<file path="config.mk">
export PLATFORM = sky130hd
export DESIGN_NAME = contiguous_block_allocator
export DESIGN_NICKNAME = d
export VERILOG_FILES = /design/src/design/cba_pkg.sv /design/src/design/cba_map.sv /design/src/design/cba_seq.sv /design/src/design/contiguous_block_allocator.sv
export VERILOG_INCLUDE_DIRS = /design/src /design/src/design
export SDC_FILE = /design/constraint.sdc
export NUM_CORES = 1
export LEC_CHECK = 0
export ABC_CLOCK_PERIOD_IN_PS = 4100
export BUFFER_PORTS_ARGS = -buffer_cell sky130_fd_sc_hd__buf_2
export CAP_MARGIN = 30
export CORE_UTILIZATION = 44
export CTS_BUF_LIST = sky130_fd_sc_hd__clkbuf_8
export DETAILED_ROUTE_END_ITERATION = 8
export GPL_TIMING_DRIVEN = 0
export SYNTH_ARGS = -nofsm -noshare
export SYNTH_HDL_FRONTEND = slang
export SYNTH_SLANG_ARGS = --single-unit
</file>
<file path="constraint.sdc">
create_clock -name clk -period 4.1 [get_ports clk]
set_input_delay 0.41 -clock clk [delete_from_list [all_inputs] [get_ports clk]]
set_output_delay 0.41 -clock clk [all_outputs]
set_load 0.005 [all_outputs]
</file>
<file path="src/design/contiguous_block_allocator_assert.svh">
// Assertion macros shared by the allocator's checking code.
`ifndef CONTIGUOUS_BLOCK_ALLOCATOR_ASSERT_SVH
`define CONTIGUOUS_BLOCK_ALLOCATOR_ASSERT_SVH

// Antecedent and consequent in the same cycle.
`define CBA_ASSERT_SAME(label, clk, rst, ante, cons, msg) \
  label: assert property (@(posedge clk) disable iff (rst) (ante) |-> (cons)) \
    else $error(msg);

// Consequent in the cycle after the antecedent.
`define CBA_ASSERT_NEXT(label, clk, rst, ante, cons, msg) \
  label: assert property (@(posedge clk) disable iff (rst) (ante) |=> (cons)) \
    else $error(msg);

`endif

</file>
<file path="src/design/cba_pkg.sv">
// Shared types, widths and codes for the contiguous block allocator.
package cba_pkg;

  localparam int NUM_BLOCKS_DEF = 64;
  localparam int COUNT_W        = 7;
  localparam int COUNT_MAX      = 127;
  localparam int ADDR_W         = 7;
  localparam int START_W        = 6;
  localparam int STATUS_W       = 2;
  localparam logic [COUNT_W-1:0] COUNT_RESET = 7'd64;

  localparam logic [STATUS_W-1:0] ST_DONE   = 2'd0;
  localparam logic [STATUS_W-1:0] ST_NOROOM = 2'd1;
  localparam logic [STATUS_W-1:0] ST_BAD    = 2'd2;

  localparam logic ACT_ALLOC = 1'b0;
  localparam logic ACT_FREE  = 1'b1;

  typedef enum logic [1:0] {
    S_IDLE,
    S_SCAN,
    S_MARK,
    S_RESP
  } state_t;

  typedef struct packed {
    logic              rd_en;
    logic [ADDR_W-1:0] rd_addr;
    logic              wr_en;
    logic [ADDR_W-1:0] wr_addr;
    logic              wr_data;
  } map_req_t;

endpackage

</file>
<file path="src/design/cba_map.sv">
// Free bitmap memory with per-block valid bits that read as free after reset.
module cba_map #(
  parameter int NUM_BLOCKS = cba_pkg::NUM_BLOCKS_DEF
) (
  input  logic              clk,
  input  logic              rst,
  input  cba_pkg::map_req_t req,
  output logic              rd_free
);

  // Only blocks below the largest programmable count are ever touched.
  localparam int DEPTH = (NUM_BLOCKS < cba_pkg::COUNT_MAX) ? NUM_BLOCKS : cba_pkg::COUNT_MAX;
  localparam int AW    = $clog2(DEPTH);

  logic             mem [DEPTH];
  logic [DEPTH-1:0] valid;
  logic [AW-1:0]    wa;
  logic [AW-1:0]    ra;

  assign wa = req.wr_addr[AW-1:0];
  assign ra = req.rd_addr[AW-1:0];

  always_ff @(posedge clk) begin
    if (rst) begin
      valid <= '0;
    end else if (req.wr_en) begin
      valid[wa] <= 1'b1;
    end
  end

  always_ff @(posedge clk) begin
    if (req.wr_en) begin
      mem[wa] <= req.wr_data;
    end
    if (req.rd_en) begin
      rd_free <= !valid[ra] || mem[ra];
    end
  end

endmodule

</file>
<file path="src/design/cba_seq.sv">
// Request sequencer: bitmap scan, run counter and compare, run marking, result register.
module cba_seq #(
  parameter int NUM_BLOCKS = cba_pkg::NUM_BLOCKS_DEF
) (
  input  logic                          clk,
  input  logic                          rst,
  input  logic [cba_pkg::COUNT_W-1:0]   block_count,
  input  logic                          in_valid,
  output logic                          in_ready,
  input  logic                          action,
  input  logic [cba_pkg::COUNT_W-1:0]   run_length,
  input  logic [cba_pkg::START_W-1:0]   run_start,
  output logic                          out_valid,
  input  logic                          out_ready,
  output logic [cba_pkg::STATUS_W-1:0]  status,
  output logic [cba_pkg::START_W-1:0]   granted_start,
  output cba_pkg::map_req_t             map_req,
  input  logic                          rd_free
);

  localparam int CW  = cba_pkg::COUNT_W;
  localparam int CAP = (NUM_BLOCKS < cba_pkg::COUNT_MAX) ? NUM_BLOCKS : cba_pkg::COUNT_MAX;

  cba_pkg::state_t state, state_next;

  logic [CW-1:0]                 count;
  logic [CW-1:0]                 len_q;
  logic [CW-1:0]                 scan_idx;
  logic [CW-1:0]                 chk_idx;
  logic                          chk_pend;
  logic [CW-1:0]                 run;
  logic [CW-1:0]                 run_first;
  logic [CW-1:0]                 run_n;
  logic [CW-1:0]                 first_n;
  logic [CW-1:0]                 mark_idx;
  logic [CW-1:0]                 mark_left;
  logic                          mark_val;
  logic [cba_pkg::STATUS_W-1:0]  res_status;
  logic [cba_pkg::START_W-1:0]   res_granted;
  logic                          hit;
  logic                          scan_end;
  logic                          over;
  logic                          out_load;
  logic                          accept;

  assign count = (block_count > CW'(CAP)) ? CW'(CAP) : block_count;

  // A free must end at or below the active count.
  assign over = ({2'b00, run_start} + {1'b0, run_length}) > {1'b0, count};

  assign run_n    = run + 7'd1;
  assign first_n  = (run == '0) ? chk_idx : run_first;
  assign hit      = chk_pend && rd_free && (run_n == len_q);
  assign scan_end = !chk_pend && (scan_idx == count);
  assign accept   = in_valid && in_ready;

  always_comb begin
    state_next = state;
    case (state)
      cba_pkg::S_IDLE: begin
        if (in_valid) begin
          if (run_length == '0) begin
            state_next = cba_pkg::S_RESP;
          end else if (action == cba_pkg::ACT_ALLOC) begin
            state_next = cba_pkg::S_SCAN;
          end else if (over) begin
            state_next = cba_pkg::S_RESP;
          end else begin
            state_next = cba_pkg::S_MARK;
          end
        end
      end
      cba_pkg::S_SCAN: begin
        if (hit) begin
          state_next = cba_pkg::S_MARK;
        end else if (scan_end) begin
          state_next = cba_pkg::S_RESP;
        end
      end
      cba_pkg::S_MARK: begin
        if (mark_left == 7'd1) begin
          state_next = cba_pkg::S_RESP;
        end
      end
      cba_pkg::S_RESP: begin
        if (!out_valid || out_ready) begin
          state_next = cba_pkg::S_IDLE;
        end
      end
      default: state_next = cba_pkg::S_IDLE;
    endcase
  end

  always_comb begin
    in_ready        = 1'b0;
    out_load        = 1'b0;
    map_req.rd_en   = 1'b0;
    map_req.rd_addr = scan_idx;
    map_req.wr_en   = 1'b0;
    map_req.wr_addr = mark_idx;
    map_req.wr_data = mark_val;
    case (state)
      cba_pkg::S_IDLE: in_ready = 1'b1;
      cba_pkg::S_SCAN: map_req.rd_en = (scan_idx != count);
      cba_pkg::S_MARK: map_req.wr_en = 1'b1;
      cba_pkg::S_RESP: out_load = !out_valid || out_ready;
      default: ;
    endcase
  end

  always_ff @(posedge clk) begin
    if (rst) begin
      state     <= cba_pkg::S_IDLE;
      chk_pend  <= 1'b0;
      out_valid <= 1'b0;
    end else begin
      state    <= state_next;
      chk_pend <= map_req.rd_en;
      if (out_load) begin
        out_valid <= 1'b1;
      end else if (out_ready) begin
        out_valid <= 1'b0;
      end
    end
  end

  always_ff @(posedge clk) begin
    chk_idx <= scan_idx;
    if (out_load) begin
      status        <= res_status;
      granted_start <= res_granted;
    end
    case (state)
      cba_pkg::S_IDLE: begin
        if (accept) begin
          len_q       <= run_length;
          scan_idx    <= '0;
          run         <= '0;
          mark_idx    <= {1'b0, run_start};
          mark_left   <= run_length;
          mark_val    <= 1'b1;
          res_granted <= '0;
          if (run_length == '0 || (action == cba_pkg::ACT_FREE && over)) begin
            res_status <= cba_pkg::ST_BAD;
          end else begin
            res_status <= cba_pkg::ST_DONE;
          end
        end
      end
      cba_pkg::S_SCAN: begin
        if (map_req.rd_en) begin
          scan_idx <= scan_idx + 7'd1;
        end
        if (chk_pend) begin
          if (rd_free) begin
            run_first <= first_n;
            run       <= run_n;
          end else begin
            run <= '0;
          end
        end
        if (hit) begin
          mark_idx    <= first_n;
          mark_left   <= len_q;
          mark_val    <= 1'b0;
          res_granted <= first_n[cba_pkg::START_W-1:0];
        end else if (scan_end) begin
          res_status <= cba_pkg::ST_NOROOM;
        end
      end
      cba_pkg::S_MARK: begin
        mark_idx  <= mark_idx + 7'd1;
        mark_left <= mark_left - 7'd1;
      end
      default: ;
    endcase
  end

endmodule

</file>
<file path="src/design/contiguous_block_allocator.sv">
// Top level of the first-fit contiguous block allocator.
//
//   channel  signals                                    direction
//   in       in_valid/in_ready, action, run_length,     request in
//            run_start
//   out      out_valid/out_ready, status, granted_start result out
//   cfg      cfg_we, cfg_wdata (block_count)            write only
//
// From transfer in to a valid result: an allocate scans for a free run of its length L and
// marks it, one with no room scans up to the count, a free marks its L blocks and a bad
// request goes straight to the result; the bitmap is read or written one block per cycle.
// Transfers in are taken only in idle. Reset marks every block free at once. A result
// waiting at the output stalls only the finish of the next request, not its transfer in.
module contiguous_block_allocator #(
  parameter int NUM_BLOCKS = cba_pkg::NUM_BLOCKS_DEF
) (
  input  logic                          clk,
  input  logic                          rst,
  input  logic                          cfg_we,
  input  logic [cba_pkg::COUNT_W-1:0]   cfg_wdata,
  input  logic                          in_valid,
  output logic                          in_ready,
  input  logic                          action,
  input  logic [cba_pkg::COUNT_W-1:0]   run_length,
  input  logic [cba_pkg::START_W-1:0]   run_start,
  output logic                          out_valid,
  input  logic                          out_ready,
  output logic [cba_pkg::STATUS_W-1:0]  status,
  output logic [cba_pkg::START_W-1:0]   granted_start
);

`include "contiguous_block_allocator_assert.svh"

  logic [cba_pkg::COUNT_W-1:0] block_count;
  cba_pkg::map_req_t           map_req;
  logic                        rd_free;

  always_ff @(posedge clk) begin
    if (rst) begin
      block_count <= cba_pkg::COUNT_RESET;
    end else if (cfg_we) begin
      block_count <= cfg_wdata;
    end
  end

  cba_map #(
    .NUM_BLOCKS(NUM_BLOCKS)
  ) u_map (
    .clk     (clk),
    .rst     (rst),
    .req     (map_req),
    .rd_free (rd_free)
  );

  cba_seq #(
    .NUM_BLOCKS(NUM_BLOCKS)
  ) u_seq (
    .clk           (clk),
    .rst           (rst),
    .block_count   (block_count),
    .in_valid      (in_valid),
    .in_ready      (in_ready),
    .action        (action),
    .run_length    (run_length),
    .run_start     (run_start),
    .out_valid     (out_valid),
    .out_ready     (out_ready),
    .status        (status),
    .granted_start (granted_start),
    .map_req       (map_req),
    .rd_free       (rd_free)
  );

  // A transfer in always leaves the sequencer busy in the following cycle.
  `CBA_ASSERT_NEXT(a_busy_after_accept, clk, rst,
                   in_valid && in_ready, !in_ready, "ready after accept")

  // The bitmap is only written while a request is in progress.
  `CBA_ASSERT_SAME(a_write_when_busy, clk, rst,
                   map_req.wr_en, !in_ready && !map_req.rd_en, "stray map write")

  // Only a successful allocate reports a start block.
  `CBA_ASSERT_SAME(a_grant_zero, clk, rst,
                   out_valid && status != cba_pkg::ST_DONE, granted_start == '0,
                   "nonzero start on failure")

endmodule

</file>
### After elaboration in Yosys (flattened, before gate mapping)

Memories as Yosys holds them, arrays and structs flattened. A register that Yosys moved wholly into a read port is not among the register bits.
Cells that the tools add are included.
Widths: inputs -> output; s select.

* bits in registers: 142
* latch bits: 0
* RAM bits: 64
* bits in read-only memories: 0
* output and inout port bits: 10
* memories kept: 1

* $add $sub $neg: 5
* multiply operators: 0
* divide/modulo/power cells: 0
* $lt $le $gt $ge: 5
* eq/ne operators: 17
* shift operators: 0
* mux-type cells: 47
* bitwise gates (word level): 1
* reductions and logical operators: 26

Memories
* u_map.mem: depth 64, bits a word 1, rd ports 1, clocked after memory_dff 1, wr ports 1, line cba_map.sv:15 `logic mem [DEPTH];`

Operator list (count)
* $mux 7: 10
* $or 64x64->64: 1
* $pmux 7 s3: 2
* $pmux 7 s2: 2
* $mux 2: 11
* $add 7x1->7 const B: 3
* $mux 6: 3
* $reduce_and 3->1: 5
* $eq 7x7->1: 2
* $logic_not 7->1: 2
* $lt 6x7->1 const B: 2
* $mux 1: 13
* $ne 2x1->1 const B: 6
* $pmux 6 s2: 1
* $add 6x7->8: 1
* $gt 8x7->1: 1
* $pmux 2 s4: 1
* $reduce_and 4->1: 2
* $eq 7x1->1 const B: 1
* $gt 7x7->1 const B: 1
* $ne 7x7->1: 1
* $sub 7x1->7 const B: 1
* $bmux 1 s6: 1
* $demux 1 s6: 1
* other kinds (14): 27

### Logic depth before layout (Yosys ltp)

* word-level depth: 8
* depth in mapped cells: 13

### Modules after synthesis

From an unflattened synthesis, not the netlist that was laid out.

* cells, all modules: 850
* area total of the unflattened synthesis: 9103.7 um^2

By module, submodules not included
* cba_map: instances 1, cells an instance 507, area each 5136.2 um^2, sequential area each 3233.1 um^2
* cba_seq: instances 1, cells an instance 321, area each 3716.1 um^2, sequential area each 1991.9 um^2
* contiguous_block_allocator: instances 1, cells an instance 22, area each 251.5 um^2, sequential area each 140.1 um^2

### Worst setup path before layout

Ideal clock, no wire load.

* path kind: input port to flip-flop
* start: in run_length[0] in the netlist's numbering
* end: reg u_seq.state[0]
* setup time: 117 ps
* arrival time: 2935 ps
* required time: 3983 ps
* setup slack: 1048 ps
* cell stages on the path: 12
* cell sequence: ha_1 fa_1 a21o_1 a21oi_1 xnor2_1 ha_1 o21ai_0 nor2_1 a2111oi_0 o22ai_1 or3_1 a32o_1

* word-level cells in the longest chain between the ends: 7
* elaborated cells between the ends (all ways): 8

Ends and longest elaborated chain
* start: declaration: line contiguous_block_allocator.sv:24 `input logic [cba_pkg::COUNT_W-1:0] run_length,`
* $add 6x7->8: line cba_seq.sv:49 `assign over = ({2'b00, run_start} + {1'b0, run_length}) > {1'b0, count};`
* $gt 8x7->1: line cba_seq.sv:49
* $mux 1: line cba_seq.sv:66 `end else if (over) begin`
* $mux 2: line cba_seq.sv:64 `end else if (action == cba_pkg::ACT_ALLOC) begin`
* $mux 2 *: line cba_seq.sv:62 `if (run_length == '0) begin`
* $mux 2 *: line cba_seq.sv:61 `if (in_valid) begin`
* $pmux 2 s4 *: line cba_seq.sv:59 `case (state)`
* end signal: assignment: line cba_seq.sv:113 `state <= cba_pkg::S_IDLE;`
* end signal: assignment: line cba_seq.sv:117 `state <= state_next;`
* end: declaration: line cba_seq.sv:24 `cba_pkg::state_t state, state_next;`

Every way passes the cells marked *; elsewhere a longest branch is shown, timed or not. The select of a mux whose other input is x is not followed.
A chain may end at the register's enable or synchronous reset.

==> metrics <==
status=complete, no violations; main flop type after synthesis=edfxtp_1; number of global-route vias before repair=~6.4k; Async S/R FF share, synth=0; initial antenna violation count=0; core footprint=a little over 20,000 µm²; FP Rows=52; worst reg2reg path depth=7; Seq. cell area=5410 µm²; Worst-path clk slew=approximately 60 ps; f_max=between 200 and 250 MHz; EDFF count, synth=around 120; Worst R2R Start=u_seq.scan_idx[1]; static leakage=3.85 nW; register share of total power=0.429; Initial Util=0.456; worst-case clock skew=about 25 ps; HP Class=input port to flop; Worst Path Required=4500 ps; via count=approximately 6.3k; Worst Path Max Fanout=13; Layout area overhead=13.3%; Total GRT Usage=0.217; post-CTS resize count=0; largest net degree at the start of global routing=37; PwrDens=658 nW/µm²; global-route wire length before repair=~35,000 µm; cell area after synthesis=9340 µm²; Yosys top cell by area=edfxtp_1; CP bufs+invs=2; fin. max-slew vios=0; Synth top area share=0.392; commonest non-fill, non-tap cell in the layout=nor2_1; sequential share of the synthesized area=0.579; clk sinks=approximately 210; Area contributors post-synth=edfxtp_1 (39%), dfxtp_1 (19%), nor2_1 (9.7%); WL final=about 23,000 µm; Port Buf Inserts=34; Setup Buffers After CTS=0; #FFs+latches synth=between 200 and 250; DIE AREA=roughly 22,000 µm²; TritonCTS clock tree=yes; Max VDD drop=0.314 mV; Die Span Y=about 150 µm; Final Hold Vio Count=0; RSZ-0062 raised after global routing=false; drt wl/cell=~20 µm; Clock Latency Late Sink=530 ps; via/cell ratio=5.44; max incr delay on CP=a little over 800 ps; hold path cells=3; hold_sp=cfg_wdata[6]; final setup fails=0; fin nets=roughly 910; Final GP Congestion=0.817; internal reg-to-reg setup slack=around 80 ps; slowest CP cell=buf_1; worst-path cell chain=buf_1, buf_1, nor2_1, o22ai_1, nor2_1, a21oi_2, mux2_2; clock power share=0.246; syn_nets=between 800 and 900; Root Buffer=clkbuf_8; residual DRC count=0; cts bufs inserted=37; Final min period=4020 ps; crit end category=flop; Max-slew headroom=0.323; H-tree depth reported by CTS=2; Top Metal Used=met4; Slew @ Worst Pin=just over 1000 ps; gr ovfl total=0; Cells after Synth=about 790; routed length on met1=about 9900 µm; critical path arrival=between 4000 and 5000 ps; wire length on met3=1680 µm; Unique masters post-synth=59; post-detail-place hpwl=approximately 16,000 µm; startpoint types=flop; drt first pass iters=5; Avg Cell Area, Syn=between 10 and 15 µm²; Fill cells=1,788; share of layout cells above drive strength 1=0.152; Design Power=between 0.006 and 0.007 W; Starting DRT DRC Count=529; # hold bufs at CTS=0; diode count=0; Combinational Power Share=0.325; ANT nets after route=0; fin crit share=0.980; worst hold endpoint=block_count[6]; Chip Width=148 µm; clk buf depth=3; P_int=between 0.004 and 0.005 W; Ports=36; sw frac=0.354; Worst Path Class, Setup=flop to flop; CP top delay family=buffers and inverters; met2 WL=a little over 10,000 µm; total of max-cap violations=0; Multi-input gate area=~3700 µm²; YS warnings=0; switching power=~0.0025 W; setup TNS=0 ps; most frequent cells in the layout=nor2_1 (241), edfxtp_1 (122), dfxtp_1 (87), clkbuf_8 (39), inv_1 (38)
## worst max path at each step
stage,from,end,slack [ps],cells past startpoint
finish,u_seq.scan_idx[1],flop,80,7
global route,u_seq.scan_idx[1],flop,30,7
CTS,u_seq.scan_idx[1],flop,230,7
detailed placement,u_seq.scan_idx[1],flop,230,7
global placement,u_seq.scan_idx[1],flop,280,7
floorplan,run_length[0],u_seq.state[0],1050,12
## logic make-up (layout without fill, tap and decap cells)
| kind of cell | count (synthesis) | after routing | share of synthesized area |
|---|---|---|---|
| fa+ha+maj | 24 | 24 | 0.0330 |
| mux | 60 | 60 | 0.125 |
| simple gates | 338 | 338 | 0.155 |
| flops | 209 | 209 | 0.579 |
| buf+inv | 55 | 160 | 0.0249 |
| xor+xnor | 31 | 31 | 0.0352 |
| compound gates | 69 | 69 | 0.0481 |
## flip-flops by register name (all words and copies together), names as in the netlist, 6 cells and up, named ones only
name,count
u_map.mem,64
u_map.valid,64
block_count,7
u_seq.len_q,7
u_seq.mark_left,7
u_seq.run,7
u_seq.scan_idx,7
u_seq.chk_idx,6
u_seq.granted_start,6
u_seq.mark_idx,6
u_seq.res_granted,6
u_seq.run_first,6
## cell type report
class | instances | share of cell area
sequential | 209 | 0.511
buffer | 35 | 0.0149
multi-input combinational | 522 | 0.350
inverter | 20 | 0.00709
clock inverter | 29 | 0.0121
clock buffer | 39 | 0.0507
timing repair buffer | 37 | 0.0223
tap | 270 | 0.0319
## tightest hold or removal path, stage by stage
cell,delay [ps]
buf_2,80
nand2_1,40
o211ai_1,70
## layer usage
metal  global-route usage  vias up
met5                    0        -
li1                     -     2967
met4               0.0845        0
met2                0.340      221
met1                0.290     3063
met3               0.0534       67
## synthesized netlist by cell type (9+ instances only)
library cell	count
nand2_1	26
and2_1	9
a21oi_1	26
nor2_1	241
xnor2_1	16
xor2_1	11
clkbuf_1	28
mux4_2	30
mux4_1	11
dfxtp_1	87
nor3_1	10
nor2b_1	9
edfxtp_1	122
nand3_1	10
mux2_2	12
inv_1	17
ha_1	23
## power groups by stage
stage                     Combinational, W  Sequential, W  Clock, W
after detailed placement           0.00220        0.00305         0
after floorplan                    0.00156        0.00295         0
after global routing               0.00246        0.00303   0.00186
final                              0.00226        0.00298   0.00172
after CTS                          0.00221        0.00301   0.00176
after global placement             0.00210        0.00306         0
## metrics by stage
stage | instance area, µm² | util | hold WS (ps) | worst slack, ps | std cells
6_report | 10600 | 0.516 | 108 | 82.3 | 1161
5_1_grt | 10600 | 0.516 | 104 | 30.7 | 1161
4_1_cts | 10600 | 0.515 | 83.2 | 227 | 1160
3_5_place_dp | 9890 | 0.483 | 367 | 227 | 1092
3_3_place_gp | 9850 | 0.481 | 355 | 282 | 1090
2_1_floorplan | 9340 | - | 346 | 1050 | 786
Note: power is estimated with default switching activity, not from simulation.
